===== config.mk =====
export PLATFORM = sky130hd
export DESIGN_NAME = pd_controlled_pendulum_step_core
export DESIGN_NICKNAME = d
export VERILOG_FILES = /design/src/design/pdps_pkg.sv /design/src/design/pdps_csr.sv /design/src/design/pdps_sine_rom.sv /design/src/design/pdps_datapath.sv /design/src/design/pdps_ctrl.sv /design/src/design/pd_controlled_pendulum_step_core.sv
export SDC_FILE = /design/constraint.sdc
export NUM_CORES = 2
export LEC_CHECK = 0
export ABC_AREA = 1
export ABC_CLOCK_PERIOD_IN_PS = 12500
export BUFFER_PORTS_ARGS = -buffer_cell sky130_fd_sc_hd__clkbuf_2
export CORE_ASPECT_RATIO = 0.75
export CORE_MARGIN = 2
export CORE_UTILIZATION = 50
export CTS_CLUSTER_SIZE = 24
export DETAILED_ROUTE_END_ITERATION = 8
export HOLD_SLACK_MARGIN = 0.1
export PLACE_DENSITY = 0.66
export SLEW_MARGIN = 20
export SYNTH_ARGS = -nofsm -noshare
export SYNTH_HDL_FRONTEND = slang
export SYNTH_HIERARCHICAL = 1
export SYNTH_SLANG_ARGS = --single-unit

===== constraint.sdc =====
create_clock -name clock -period 12.5 [get_ports clock]
set_input_delay 1.875 -clock clock [delete_from_list [all_inputs] [get_ports clock]]
set_output_delay 1.875 -clock clock [all_outputs]
set_load 0.01 [all_outputs]

===== src/design/pdps_pkg.sv =====
// Shared types, constants and saturation helpers for the pendulum step core.
package pdps_pkg;

   localparam int unsigned ADDR_W = 5;
   localparam int unsigned STEP_W = 24;
   localparam int unsigned COEF_W = 31;
   localparam int unsigned SINE_W = 16;
   localparam int unsigned OPND_W = 33;
   localparam int unsigned PROD_W = 66;
   localparam int unsigned STEP_FRAC = 24;
   localparam int unsigned SINE_FRAC = 16;

   localparam logic [29:0] INV_TWO_PI_Q32 = 30'd683565276;
   localparam logic [63:0] HALF_PI_Q30 = 64'd1686629713;

   localparam logic [31:0] TARGET_RESET = 32'd131072;
   localparam logic [31:0] KP_RESET = 32'd655360;
   localparam logic [31:0] KD_RESET = 32'd589824000;
   localparam logic [STEP_W-1:0] STEP_RESET = 24'd16777;
   localparam logic [COEF_W-1:0] INV_INERTIA_RESET = 31'd65536;
   localparam logic [COEF_W-1:0] GRAVITY_RESET = 31'd642253;

   typedef enum logic [2:0] {
      REG_TARGET      = 3'd0,
      REG_KP          = 3'd1,
      REG_KD          = 3'd2,
      REG_STEP        = 3'd3,
      REG_INV_INERTIA = 3'd4,
      REG_GRAVITY     = 3'd5
   } reg_index_type;

   typedef enum logic {
      OP_CLOSED_LOOP = 1'b0,
      OP_EXTERNAL    = 1'b1
   } operation_type;

   typedef enum logic [3:0] {
      ST_IDLE,
      ST_WRAP,
      ST_KP,
      ST_KD,
      ST_VEL,
      ST_TQ,
      ST_SIN,
      ST_POS,
      ST_DONE
   } state_type;

   typedef enum logic [2:0] {
      MUL_NONE,
      MUL_WRAP,
      MUL_KP,
      MUL_KD,
      MUL_VEL,
      MUL_TQ,
      MUL_SIN,
      MUL_POS
   } mul_sel_type;

   typedef enum logic [2:0] {
      POST_NONE,
      POST_WRAP,
      POST_KP,
      POST_KD,
      POST_VEL,
      POST_TQ,
      POST_SIN
   } post_type;

   typedef struct packed {
      logic        load_item;
      logic        err_en;
      logic        derr_en;
      mul_sel_type mul_sel;
      post_type    post;
      logic        commit;
   } cmd_type;

   typedef struct packed {
      logic out_free;
   } status_type;

   typedef struct packed {
      logic signed [31:0] target;
      logic signed [31:0] kp;
      logic signed [31:0] kd;
      logic [STEP_W-1:0]  step;
      logic [COEF_W-1:0]  inv_inertia;
      logic [COEF_W-1:0]  gravity;
   } cfg_type;

   function automatic logic signed [31:0] sat_prod(input logic signed [PROD_W-1:0] v);
      logic signed [31:0] r;
      if (&v[PROD_W-1:31] || ~|v[PROD_W-1:31]) begin
         r = v[31:0];
      end else if (v[PROD_W-1]) begin
         r = 32'sh8000_0000;
      end else begin
         r = 32'sh7FFF_FFFF;
      end
      return r;
   endfunction

   function automatic logic signed [31:0] sat_33(input logic [32:0] s);
      logic signed [31:0] r;
      if (s[32] == s[31]) begin
         r = s[31:0];
      end else if (s[32]) begin
         r = 32'sh8000_0000;
      end else begin
         r = 32'sh7FFF_FFFF;
      end
      return r;
   endfunction

   function automatic logic signed [31:0] add_sat(input logic signed [31:0] a,
                                                   input logic signed [31:0] b);
      logic [32:0] s;
      s = {a[31], a} + {b[31], b};
      return sat_33(s);
   endfunction

   function automatic logic signed [31:0] sub_sat(input logic signed [31:0] a,
                                                   input logic signed [31:0] b);
      logic [32:0] s;
      s = {a[31], a} - {b[31], b};
      return sat_33(s);
   endfunction

endpackage


===== src/design/pdps_csr.sv =====
// Configuration register file with APB-style access.
module pdps_csr (
   input  logic                          clock,
   input  logic                          reset,
   input  logic                          psel,
   input  logic                          penable,
   input  logic                          pwrite,
   input  logic [pdps_pkg::ADDR_W-1:0]   paddr,
   input  logic [31:0]                   pwdata,
   output logic [31:0]                   prdata,
   output logic                          pready,
   output pdps_pkg::cfg_type             cfg
);
   import pdps_pkg::*;

   cfg_type       cfg_ff;
   reg_index_type reg_index;
   logic          wr_en;

   assign pready    = 1'b1;
   assign reg_index = reg_index_type'(paddr[ADDR_W-1:2]);
   assign wr_en     = psel && penable && pwrite && pready;
   assign cfg       = cfg_ff;

   always_ff @(posedge clock) begin
      if (reset) begin
         cfg_ff.target      <= TARGET_RESET;
         cfg_ff.kp          <= KP_RESET;
         cfg_ff.kd          <= KD_RESET;
         cfg_ff.step        <= STEP_RESET;
         cfg_ff.inv_inertia <= INV_INERTIA_RESET;
         cfg_ff.gravity     <= GRAVITY_RESET;
      end else if (wr_en) begin
         case (reg_index)
            REG_TARGET:      cfg_ff.target      <= pwdata;
            REG_KP:          cfg_ff.kp          <= pwdata;
            REG_KD:          cfg_ff.kd          <= pwdata;
            REG_STEP:        cfg_ff.step        <= pwdata[STEP_W-1:0];
            REG_INV_INERTIA: cfg_ff.inv_inertia <= pwdata[COEF_W-1:0];
            REG_GRAVITY:     cfg_ff.gravity     <= pwdata[COEF_W-1:0];
            default: ;
         endcase
      end
   end

   always_comb begin
      case (reg_index)
         REG_TARGET:      prdata = cfg_ff.target;
         REG_KP:          prdata = cfg_ff.kp;
         REG_KD:          prdata = cfg_ff.kd;
         REG_STEP:        prdata = {8'd0, cfg_ff.step};
         REG_INV_INERTIA: prdata = {1'b0, cfg_ff.inv_inertia};
         REG_GRAVITY:     prdata = {1'b0, cfg_ff.gravity};
         default:         prdata = '0;
      endcase
   end

endmodule


===== src/design/pdps_sine_rom.sv =====
// Quarter-wave sine table built at elaboration, registered read.
module pdps_sine_rom #(
   parameter int unsigned SINE_TABLE_DEPTH = 256
) (
   input  logic                                clock,
   input  logic [$clog2(SINE_TABLE_DEPTH)-1:0] addr,
   output logic [pdps_pkg::SINE_W-1:0]         data
);
   import pdps_pkg::*;

   logic [SINE_W-1:0] rom_table [SINE_TABLE_DEPTH];
   logic [SINE_W-1:0] data_ff;

   // Taylor series to x^13 in Q2.30, rounded to Q0.16
   for (genvar i = 0; i < SINE_TABLE_DEPTH; i++) begin : g_entry
      localparam logic [63:0] X  = (64'(i) * HALF_PI_Q30) / SINE_TABLE_DEPTH;
      localparam logic [63:0] T1 = ((((X * X) >> 30) * X) >> 30) / 64'd6;
      localparam logic [63:0] S1 = (X >= T1) ? X - T1 : 64'd0;
      localparam logic [63:0] T2 = ((((T1 * X) >> 30) * X) >> 30) / 64'd20;
      localparam logic [63:0] S2 = S1 + T2;
      localparam logic [63:0] T3 = ((((T2 * X) >> 30) * X) >> 30) / 64'd42;
      localparam logic [63:0] S3 = (S2 >= T3) ? S2 - T3 : 64'd0;
      localparam logic [63:0] T4 = ((((T3 * X) >> 30) * X) >> 30) / 64'd72;
      localparam logic [63:0] S4 = S3 + T4;
      localparam logic [63:0] T5 = ((((T4 * X) >> 30) * X) >> 30) / 64'd110;
      localparam logic [63:0] S5 = (S4 >= T5) ? S4 - T5 : 64'd0;
      localparam logic [63:0] T6 = ((((T5 * X) >> 30) * X) >> 30) / 64'd156;
      localparam logic [63:0] S6 = S5 + T6;
      localparam logic [63:0] R  = (S6 + 64'd8192) >> 14;
      assign rom_table[i] = (R > 64'd65535) ? 16'hFFFF : R[15:0];
   end

   always_ff @(posedge clock) begin
      data_ff <= rom_table[addr];
   end

   assign data = data_ff;

endmodule


===== src/design/pdps_datapath.sv =====
// Datapath: shared multiplier, saturation, joint state and result register.
module pdps_datapath #(
   parameter int unsigned SINE_TABLE_DEPTH = 256,
   parameter int unsigned FRACTION_BITS    = 16
) (
   input  logic                  clock,
   input  logic                  reset,
   input  pdps_pkg::cfg_type     cfg,
   input  pdps_pkg::cmd_type     cmd,
   output pdps_pkg::status_type  status,
   input  logic                  req_operation,
   input  logic signed [31:0]    req_external_torque,
   output logic                  rsp_valid,
   input  logic                  rsp_stall,
   output logic signed [31:0]    rsp_position,
   output logic signed [31:0]    rsp_velocity,
   output logic signed [31:0]    rsp_acceleration,
   output logic signed [31:0]    rsp_applied_torque
);
   import pdps_pkg::*;

   localparam int unsigned IDX_W = $clog2(SINE_TABLE_DEPTH);

   operation_type            op_ff;
   logic signed [31:0]       ext_ff;
   logic signed [31:0]       angle_ff, vel_ff, acc_st_ff, last_err_ff;
   logic signed [31:0]       err_ff, derr_ff, kp_term_ff, torque_ff, new_vel_ff, acc_ff;
   logic [IDX_W-1:0]         idx_ff;
   logic [1:0]               quad_ff;
   logic signed [PROD_W-1:0] prod_ff;
   logic                     rsp_valid_ff;
   logic signed [31:0]       rsp_position_ff, rsp_velocity_ff;
   logic signed [31:0]       rsp_acceleration_ff, rsp_applied_torque_ff;

   logic signed [OPND_W-1:0] opa, opb;
   logic signed [PROD_W-1:0] prod_in;
   logic signed [PROD_W-1:0] shr_frac, shr_sine, shr_step;
   logic signed [31:0]       term_frac, term_sine, term_step, new_pos;
   logic [31:0]              phase;
   logic [IDX_W+30:0]        idx_prod;
   logic [IDX_W-1:0]         rom_addr;
   logic [SINE_W-1:0]        rom_data;
   logic                     peak;
   logic signed [17:0]       sine_mag, sine_val;

   pdps_sine_rom #(
      .SINE_TABLE_DEPTH(SINE_TABLE_DEPTH)
   ) u_rom (
      .clock(clock),
      .addr (rom_addr),
      .data (rom_data)
   );

   assign rom_addr = quad_ff[0] ? IDX_W'(SINE_TABLE_DEPTH - idx_ff) : idx_ff;
   assign peak     = quad_ff[0] && (idx_ff == '0);
   assign sine_mag = peak ? 18'sd65536 : {2'b00, rom_data};
   assign sine_val = quad_ff[1] ? -sine_mag : sine_mag;

   always_comb begin
      opa = '0;
      opb = '0;
      case (cmd.mul_sel)
         MUL_WRAP: begin
            opa = {angle_ff[31], angle_ff};
            opb = {3'b000, INV_TWO_PI_Q32};
         end
         MUL_KP: begin
            opa = {cfg.kp[31], cfg.kp};
            opb = {err_ff[31], err_ff};
         end
         MUL_KD: begin
            opa = {cfg.kd[31], cfg.kd};
            opb = {derr_ff[31], derr_ff};
         end
         MUL_VEL: begin
            opa = {9'd0, cfg.step};
            opb = {acc_st_ff[31], acc_st_ff};
         end
         MUL_TQ: begin
            opa = {torque_ff[31], torque_ff};
            opb = {2'b00, cfg.inv_inertia};
         end
         MUL_SIN: begin
            opa = {2'b00, cfg.gravity};
            opb = {{15{sine_val[17]}}, sine_val};
         end
         MUL_POS: begin
            opa = {9'd0, cfg.step};
            opb = {vel_ff[31], vel_ff};
         end
         default: ;
      endcase
   end

   assign prod_in   = opa * opb;
   assign shr_frac  = prod_ff >>> FRACTION_BITS;
   assign shr_sine  = prod_ff >>> SINE_FRAC;
   assign shr_step  = prod_ff >>> STEP_FRAC;
   assign term_frac = sat_prod(shr_frac);
   assign term_sine = sat_prod(shr_sine);
   assign term_step = sat_prod(shr_step);
   assign phase     = shr_frac[31:0];
   assign idx_prod  = phase[29:0] * (IDX_W+1)'(SINE_TABLE_DEPTH);
   assign new_pos   = add_sat(angle_ff, term_step);

   always_ff @(posedge clock) begin
      if (cmd.load_item) begin
         op_ff  <= operation_type'(req_operation);
         ext_ff <= req_external_torque;
      end
      if (cmd.mul_sel != MUL_NONE) begin
         prod_ff <= prod_in;
      end
      if (cmd.err_en) begin
         err_ff <= sub_sat(cfg.target, angle_ff);
      end
      if (cmd.derr_en) begin
         derr_ff <= sub_sat(err_ff, last_err_ff);
      end
      case (cmd.post)
         POST_WRAP: begin
            idx_ff  <= idx_prod[IDX_W+29:30];
            quad_ff <= phase[31:30];
         end
         POST_KP:  kp_term_ff <= term_frac;
         POST_KD:  torque_ff  <= (op_ff == OP_EXTERNAL) ? ext_ff
                                                         : add_sat(kp_term_ff, term_frac);
         POST_VEL: new_vel_ff <= add_sat(vel_ff, term_step);
         POST_TQ:  acc_ff     <= term_frac;
         POST_SIN: acc_ff     <= sub_sat(acc_ff, term_sine);
         default: ;
      endcase
      if (cmd.commit) begin
         rsp_position_ff       <= new_pos;
         rsp_velocity_ff       <= new_vel_ff;
         rsp_acceleration_ff   <= acc_ff;
         rsp_applied_torque_ff <= torque_ff;
      end
   end

   always_ff @(posedge clock) begin
      if (reset) begin
         angle_ff     <= '0;
         vel_ff       <= '0;
         acc_st_ff    <= '0;
         last_err_ff  <= '0;
         rsp_valid_ff <= 1'b0;
      end else begin
         if (cmd.commit) begin
            angle_ff  <= new_pos;
            vel_ff    <= new_vel_ff;
            acc_st_ff <= acc_ff;
            if (op_ff == OP_CLOSED_LOOP) begin
               last_err_ff <= err_ff;
            end
            rsp_valid_ff <= 1'b1;
         end else if (!rsp_stall) begin
            rsp_valid_ff <= 1'b0;
         end
      end
   end

   assign status.out_free    = !rsp_valid_ff || !rsp_stall;
   assign rsp_valid          = rsp_valid_ff;
   assign rsp_position       = rsp_position_ff;
   assign rsp_velocity       = rsp_velocity_ff;
   assign rsp_acceleration   = rsp_acceleration_ff;
   assign rsp_applied_torque = rsp_applied_torque_ff;

endmodule


===== src/design/pdps_ctrl.sv =====
// Controller: sequences the shared multiplier and the post-multiply updates.
module pdps_ctrl (
   input  logic                 clock,
   input  logic                 reset,
   input  logic                 req_valid,
   output logic                 req_stall,
   input  pdps_pkg::status_type status,
   output pdps_pkg::cmd_type    cmd
);
   import pdps_pkg::*;

   state_type state_ff, state_in;

   always_ff @(posedge clock) begin
      if (reset) begin
         state_ff <= ST_IDLE;
      end else begin
         state_ff <= state_in;
      end
   end

   always_comb begin
      state_in  = state_ff;
      cmd       = '0;
      req_stall = 1'b1;
      case (state_ff)
         ST_IDLE: begin
            req_stall = 1'b0;
            if (req_valid) begin
               cmd.load_item = 1'b1;
               state_in      = ST_WRAP;
            end
         end
         ST_WRAP: begin
            cmd.mul_sel = MUL_WRAP;
            cmd.err_en  = 1'b1;
            state_in    = ST_KP;
         end
         ST_KP: begin
            cmd.mul_sel = MUL_KP;
            cmd.post    = POST_WRAP;
            cmd.derr_en = 1'b1;
            state_in    = ST_KD;
         end
         ST_KD: begin
            cmd.mul_sel = MUL_KD;
            cmd.post    = POST_KP;
            state_in    = ST_VEL;
         end
         ST_VEL: begin
            cmd.mul_sel = MUL_VEL;
            cmd.post    = POST_KD;
            state_in    = ST_TQ;
         end
         ST_TQ: begin
            cmd.mul_sel = MUL_TQ;
            cmd.post    = POST_VEL;
            state_in    = ST_SIN;
         end
         ST_SIN: begin
            cmd.mul_sel = MUL_SIN;
            cmd.post    = POST_TQ;
            state_in    = ST_POS;
         end
         ST_POS: begin
            cmd.mul_sel = MUL_POS;
            cmd.post    = POST_SIN;
            state_in    = ST_DONE;
         end
         ST_DONE: begin
            if (status.out_free) begin
               cmd.commit = 1'b1;
               state_in   = ST_IDLE;
            end
         end
         default: begin
            state_in = ST_IDLE;
         end
      endcase
   end

endmodule


===== src/design/pd_controlled_pendulum_step_core.sv =====
// Top level of the PD-controlled pendulum Euler step core.
//
//   channel  dir  handshake                      word
//   req      in   req_valid / req_stall          operation, external_torque
//   rsp      out  rsp_valid / rsp_stall          position, velocity, acceleration, torque
//   csr      in   psel penable pwrite / pready   6 registers at 4*index
//
// Each item is accepted, then passes eight steps (wrap, kp, kd, velocity, torque,
// sine, position, commit); all but commit use the single shared 33x33 multiplier.
// The result register frees the input side; commit waits only while the
// previous result is still held by rsp_stall.
// Synchronous reset clears joint state and returns to idle; no clearing pass.
module pd_controlled_pendulum_step_core #(
   parameter int unsigned SINE_TABLE_DEPTH = 256,
   parameter int unsigned FRACTION_BITS    = 16
) (
   input  logic                        clock,
   input  logic                        reset,
   input  logic                        req_valid,
   output logic                        req_stall,
   input  logic                        req_operation,
   input  logic signed [31:0]          req_external_torque,
   output logic                        rsp_valid,
   input  logic                        rsp_stall,
   output logic signed [31:0]          rsp_position,
   output logic signed [31:0]          rsp_velocity,
   output logic signed [31:0]          rsp_acceleration,
   output logic signed [31:0]          rsp_applied_torque,
   input  logic                        psel,
   input  logic                        penable,
   input  logic                        pwrite,
   input  logic [pdps_pkg::ADDR_W-1:0] paddr,
   input  logic [31:0]                 pwdata,
   output logic [31:0]                 prdata,
   output logic                        pready
);
   import pdps_pkg::*;

   cfg_type    cfg;
   cmd_type    cmd;
   status_type status;

   pdps_csr u_csr (
      .clock  (clock),
      .reset  (reset),
      .psel   (psel),
      .penable(penable),
      .pwrite (pwrite),
      .paddr  (paddr),
      .pwdata (pwdata),
      .prdata (prdata),
      .pready (pready),
      .cfg    (cfg)
   );

   pdps_ctrl u_ctrl (
      .clock    (clock),
      .reset    (reset),
      .req_valid(req_valid),
      .req_stall(req_stall),
      .status   (status),
      .cmd      (cmd)
   );

   pdps_datapath #(
      .SINE_TABLE_DEPTH(SINE_TABLE_DEPTH),
      .FRACTION_BITS   (FRACTION_BITS)
   ) u_datapath (
      .clock              (clock),
      .reset              (reset),
      .cfg                (cfg),
      .cmd                (cmd),
      .status             (status),
      .req_operation      (req_operation),
      .req_external_torque(req_external_torque),
      .rsp_valid          (rsp_valid),
      .rsp_stall          (rsp_stall),
      .rsp_position       (rsp_position),
      .rsp_velocity       (rsp_velocity),
      .rsp_acceleration   (rsp_acceleration),
      .rsp_applied_torque (rsp_applied_torque)
   );

endmodule


* After elaboration in Yosys (flattened, before gate mapping)
Memory sizes are Yosys's and may differ from the RTL's. A register that Yosys moved wholly into a read port is not among the register bits. Cells that the tools add are included.
Operators by class: add/sub/neg operators 8, $mul 1, equal/unequal tests 35, multiplexer cells 37, bitwise operators 2, reductions and logical operators 28
Operators by type and width (number):
- $mux W32 | 16
- $pmux W33 S7 | 1
- $pmux W33 S6 | 1
- $pmux W32 S6 | 1
- $add A32 B32 Y33 | 3
- $sub A32 B32 Y33 | 3
- $mul A33 B33 Y66 | 1
- $pmux W32 S2 | 1
- $pmux W4 S9 | 1
- $eq A3 B3 Y1 const B | 9
- $pmux W3 S7 | 1
- $reduce_and A19 Y1 | 1
- $reduce_or A19 Y1 | 1
- $eq A3 B2 Y1 const B | 6
- $mux W18 | 1
- $neg A18 Y18 | 1
- $pmux W3 S6 | 1
- $mux W17 | 1
- $eq A4 B3 Y1 const B | 4
- $reduce_and A2 Y1 | 8
- $reduce_and A11 Y1 | 1
- $reduce_or A11 Y1 | 1
- $eq A3 B1 Y1 const B | 3
- $mux W1 | 9
- other kinds (20) | 35
Word-level totals: bits in registers 744, memory bits (read-only) 4096, bits of input ports 77, output and inout bits 163, memories 1
Memory list:
- (no name shown) | words 256, width 16, read ports 1, clocked after Yosys merged registers in 1, wr ports 0, RTL line pdps_sine_rom.sv:34 | data_ff <= rom_table[addr];

* Logic depth before layout (Yosys ltp)
word-level depth 8, gate-level depth with buffers 50, depth with buffers taken out 48

* By module
The synthesis kept the hierarchy.
Modules (own cells, without submodules):
- pdps_datapath | times used 1, cells each 8652, area an instance 71646.2 um^2, seq. area each 14984.4 um^2
- pdps_csr | times used 1, cells each 1447, area an instance 8983.6 um^2, seq. area each 3643.5 um^2
- pdps_sine_rom | times used 1, cells each 899, area an instance 4319.1 um^2, seq. area each 320.3 um^2
- pdps_ctrl | times used 1, cells each 43, area an instance 270.3 um^2, seq. area each 80.1 um^2

* Worst setup path before layout
Ideal clock, no wire load.
path kind input -> register, from input port rsp_stall, to register u_datapath.last_err_ff[22], library setup time 0.128 ns, arrival 9.998 ns, required time 12.372 ns, setup slack 2.373 ns, stages 9, path buffers 1, cell sequence nand2_1 > inv_1 > nor2_1 > clkinv_1 > nor2_1 > inv_1 > clkbuf_1 > o21ai_0 > a21oi_1
RTL lines:
- from (decl) | RTL line pd_controlled_pendulum_step_core.sv:24 | input logic rsp_stall,
- to (signal assigned) | RTL line pdps_datapath.sv:154 | last_err_ff <= err_ff;
- to (decl) | RTL line pdps_datapath.sv:26 | logic signed [31:0] angle_ff, vel_ff, acc_st_ff, last_err_ff;

==> results.md <==
- Net Sw Frac: 44.1%
- Setup Fix Bufs, Post-CTS: 0
- Cell variety after synth: 62
- Vias in the first global route: 74000
- Main area contributors after synthesis: fa_1 (26%), edfxtp_1 (15%), nand2_1 (11%)
- Status: finished, final reports clean
- RSZ-0062 raised after global routing: no
- CP Class: reg -> reg
- Area taken by flip-flops and latches: 19000 um^2
- Nets@finish: 12700
- Number of synthesized flops with an enable pin: 413
- Cell Rows: 131
- Switching power: 4010 uW
- Primary FF master, synth: edfxtp_1
- CTS resizes: 0
- Synth Area in Adders: 32.8%
- Worst Setup End Kind: register
- Final Wtd Congestion: 1.07
- Slew HR: 13.8%
- Starting density of the core: 50.2%
- R2R Setup Slk: 1.30 ns
- Final wirelength: 345000 um
- Synth Register Bits: 744
- Die ar.: 174000 um^2
- Compound-Gate Fraction of Synth Area: 8.51%
- Post-synthesis async set-or-reset flop share: 0%
- Placed insts: 13300
- Fin crit share: 89.6%
- Pint: 5090 uW
- Routed Antenna Nets: 0
- Critical path launch point type: register
- CTS clk-pin slew, worst paths: 0.07 ns
- Largest net degree at the start of global routing: 189
- First-pass GRT wire length: 500000 um
- IO buf count: 236
- Setup TNS: 0 ns
- Syn Inst Count: 11000
- Iter 0 DRT Violations: 10400
- Hold-fix buffers, CTS: 0
- Area occupied by multi-input gates: 57000 um^2
- Clock Skew: 0.0397 ns
- Seq pwr share: 32.8%
- Post-Synth XOR/XNOR Area: 2.25%
- Num CTS Buffers: 72
- Slowest cell on crit path: inv_2
- CP peak stage delay: 0.66 ns
- Share of cells above drive strength 1: 6.18%
- Via density per instance: 5.85
- Post-synth top area cell: fa_1
- Final count of negative-setup-slack endpoints: 0
- Antenna violations before repair: 35
- WHS Endpoint: u_datapath/rsp_velocity[30]$_DFFE_PP_
- R2r endpoint: u_datapath/prod_ff[65]$_DFFE_PP_
- First-pass DRT Iterations: 9
- Root Driver: clkbuf_16
- Die width: 481 um
- Largest family of logic cells by synthesized area: adder cells
- CTS Buffer Depth: 3
- Hold_sp: u_datapath/new_vel_ff[30]$_DFFE_PN_
- Final core occ: 53.9%
- Slew Viols, Final: 0
- Synthesized area: 85200 um^2
- Max-Cap Viols: 0
- PwrDens: 99.6 nW/um^2
- Register area share after synthesis: 22.3%
- Clock sinks: 744
- Worst R2R Start: u_ctrl/state_ff[1]$_SDFFE_PP0P_
- Worst endpoint required time: 12.92 ns
- Final Non-Filler Cells: 13400
- Max Clk Rate: 0.0893 GHz
- Crit-path max FO: 28
- GRT overflow: 0
- Clk_lat worst skew: 0.70 ns
- Via count: 78500
- Leak: 0.0449 uW
- Ports: 240
- Hold slack: 0.447 ns
- Wirelength per Cell: 25.7 um
- H-tree levels: 3
- YS warnings: 6
- # DRC: 0
- Clock Power Share: 25.6%
- CTS tree: built
- Chip height: 362 um
- Post-layout min period: 11.20 ns
- Top cell type's share of synthesized area: 26.5%
- Syn_nets: 12700
- Comb pwr share: 41.6%
- VDD IR max: 0.000119 V
- Synth Area in Simple Gates: 23.0%
- Post-Place Cell Area: 88900 um^2
- Mapped Avg Cell Area: 7.72 um^2
- Fin area: 91400 um^2
- Mux cell area share after synthesis: 0%
- Max reg flops: 182
- Hold Violations, Final: 0
- Tightest Pin Transition: 1.28 ns
- Layout area overhead: 7.28%
- Hpwl dp: 277000 um
- Cell depth of the worst hold path: 0
- Gr usage total: 39.3%
- Register-to-Register Path Depth: 38
- Critical path arrival: 11.63 ns
- Core ar.: 170000 um^2
- Layout fillers: 16400
- Hold WC Path Type: reg -> reg
==> how the worst max path moves through the flow <==
stage          depth (start not counted)  slack, ns                             from                                       to
4_1_cts                               37       1.69  u_ctrl/state_ff[0]$_SDFFE_PP0P_         u_datapath/prod_ff[65]$_DFFE_PP_
3_3_place_gp                          39       1.67  u_ctrl/state_ff[1]$_SDFFE_PP0P_         u_datapath/prod_ff[60]$_DFFE_PP_
3_5_place_dp                          37       1.75  u_ctrl/state_ff[0]$_SDFFE_PP0P_         u_datapath/prod_ff[65]$_DFFE_PP_
2_1_floorplan                          9       2.37                        rsp_stall  u_datapath/last_err_ff[22]$_SDFFE_PP0P_
6_report                              38       1.30  u_ctrl/state_ff[1]$_SDFFE_PP0P_         u_datapath/prod_ff[65]$_DFFE_PP_
5_1_grt                               39       0.92  u_ctrl/state_ff[0]$_SDFFE_PP0P_         u_datapath/prod_ff[65]$_DFFE_PP_
==> metrics by stage <==
step | setup slack, ns | total power (uW)
after floorplan | 2.37 | 5220
after global placement | 1.67 | 6620
after detailed placement | 1.75 | 6630
after CTS | 1.69 | 8940
after global routing | 0.917 | 9470
final | 1.30 | 9100
==> per-layer routing <==
| metal | share of wire (%) | global-route usage (%) | vias up |
|---|---|---|---|
| li1 | - | - | 34300 |
| met1 | 42 | 57.8 | 38300 |
| met2 | 38 | 51.1 | 5254 |
| met3 | 16 | 15.2 | 680 |
| met4 | 4.7 | 15.3 | 20 |
| met5 | 0.037 | 0 | - |
==> kinds of logic (layout without fill, tap and decap cells) <==
| group | Yosys count | after routing |
|---|---|---|
| fa+ha+maj | 1557 | 1557 |
| xor+xnor | 219 | 219 |
| flops | 744 | 744 |
| simple gates | 4809 | 4809 |
| other cells | 1 | 25 |
| buf+inv | 2431 | 2531 |
| compound gates | 1280 | 1280 |
==> final cells by class <==
cell class | instances | share of cell area [%]
Multi-Input combinational cell | 7866 | 62.3
Sequential cell | 744 | 20.8
Inverter | 1971 | 8.10
Tap cell | 2261 | 3.09
Timing Repair Buffer | 428 | 2.97
Clock buffer | 93 | 2.14
Clock inverter | 39 | 0.490
Antenna cell | 24 | 0.0657
==> Yosys cell counts, types with 6 or more instances <==
| cell type | number |
|---|---|
| inv_2 | 37 |
| a21o_1 | 29 |
| nor4_1 | 35 |
| o21bai_1 | 48 |
| a21oi_1 | 529 |
| a2111oi_0 | 7 |
| nor2_1 | 1456 |
| inv_1 | 1912 |
| fa_1 | 1128 |
| clkbuf_1 | 242 |
| nor3_1 | 56 |
| xnor2_1 | 54 |
| a221oi_1 | 11 |
| ha_1 | 429 |
| a211oi_1 | 17 |
| nand3b_1 | 13 |
| nand4_1 | 126 |
| o21ai_1 | 6 |
| o2111ai_1 | 9 |
| o21a_1 | 34 |
| nand3_1 | 469 |
| dfxtp_1 | 331 |
| a21boi_0 | 24 |
| buf_1 | 11 |
| nor4_2 | 8 |
| buf_2 | 174 |
| nor4_4 | 8 |
| a31oi_1 | 20 |
| buf_4 | 26 |
| o21ai_0 | 444 |
| o211ai_1 | 25 |
| buf_6 | 6 |
| nand2_2 | 18 |
| edfxtp_1 | 413 |
| nand2_1 | 2584 |
| a22o_1 | 45 |
| clkinv_1 | 21 |
| nor2_2 | 15 |
| a22oi_1 | 9 |
| xor2_1 | 165 |
==> cells in the final DEF (no fill, tap or decap), types with 17 or more instances in the layout <==
cell,n
nor3_1,51
clkinv_1,23
nor2_1,1446
buf_4,185
nand3_1,469
a31oi_1,20
dfxtp_1,331
ha_1,429
nand4_1,126
a22o_1,45
xor2_1,162
o21ai_0,439
xnor2_1,53
o21a_1,34
inv_2,37
edfxtp_1,413
o21bai_1,48
clkbuf_16,72
a211oi_1,17
a21boi_0,24
fa_1,1128
diode_2,24
o211ai_1,25
a21o_1,29
inv_1,1909
nand2_1,2577
clkbuf_2,236
nor4_1,28
nor2_2,17
a21oi_1,529
nand2_2,25
==> power groups by stage <==
stage                     clock [uW]  combinational [uW]  sequential [uW]
after global placement             0                3590             3020
after floorplan                    0                2320             2900
after CTS                       2350                3630             2970
after detailed placement           0                3600             3020
final                           2330                3790             2990
after global routing            2440                4050             2980
==> worst max-delay path: cells and delay by family, from the launching register on <==
| family | cells | cell delay [ns] |
|---|---|---|
| and+or+nand+nor | 16 | 3.11 |
| DFF | 1 | 0.50 |
| buffers and inverters | 11 | 2.10 |
| AOI/OAI and AO/OA | 2 | 0.71 |
| adders and majority gates | 9 | 4.43 |
Power figures use the tool's default switching activity.
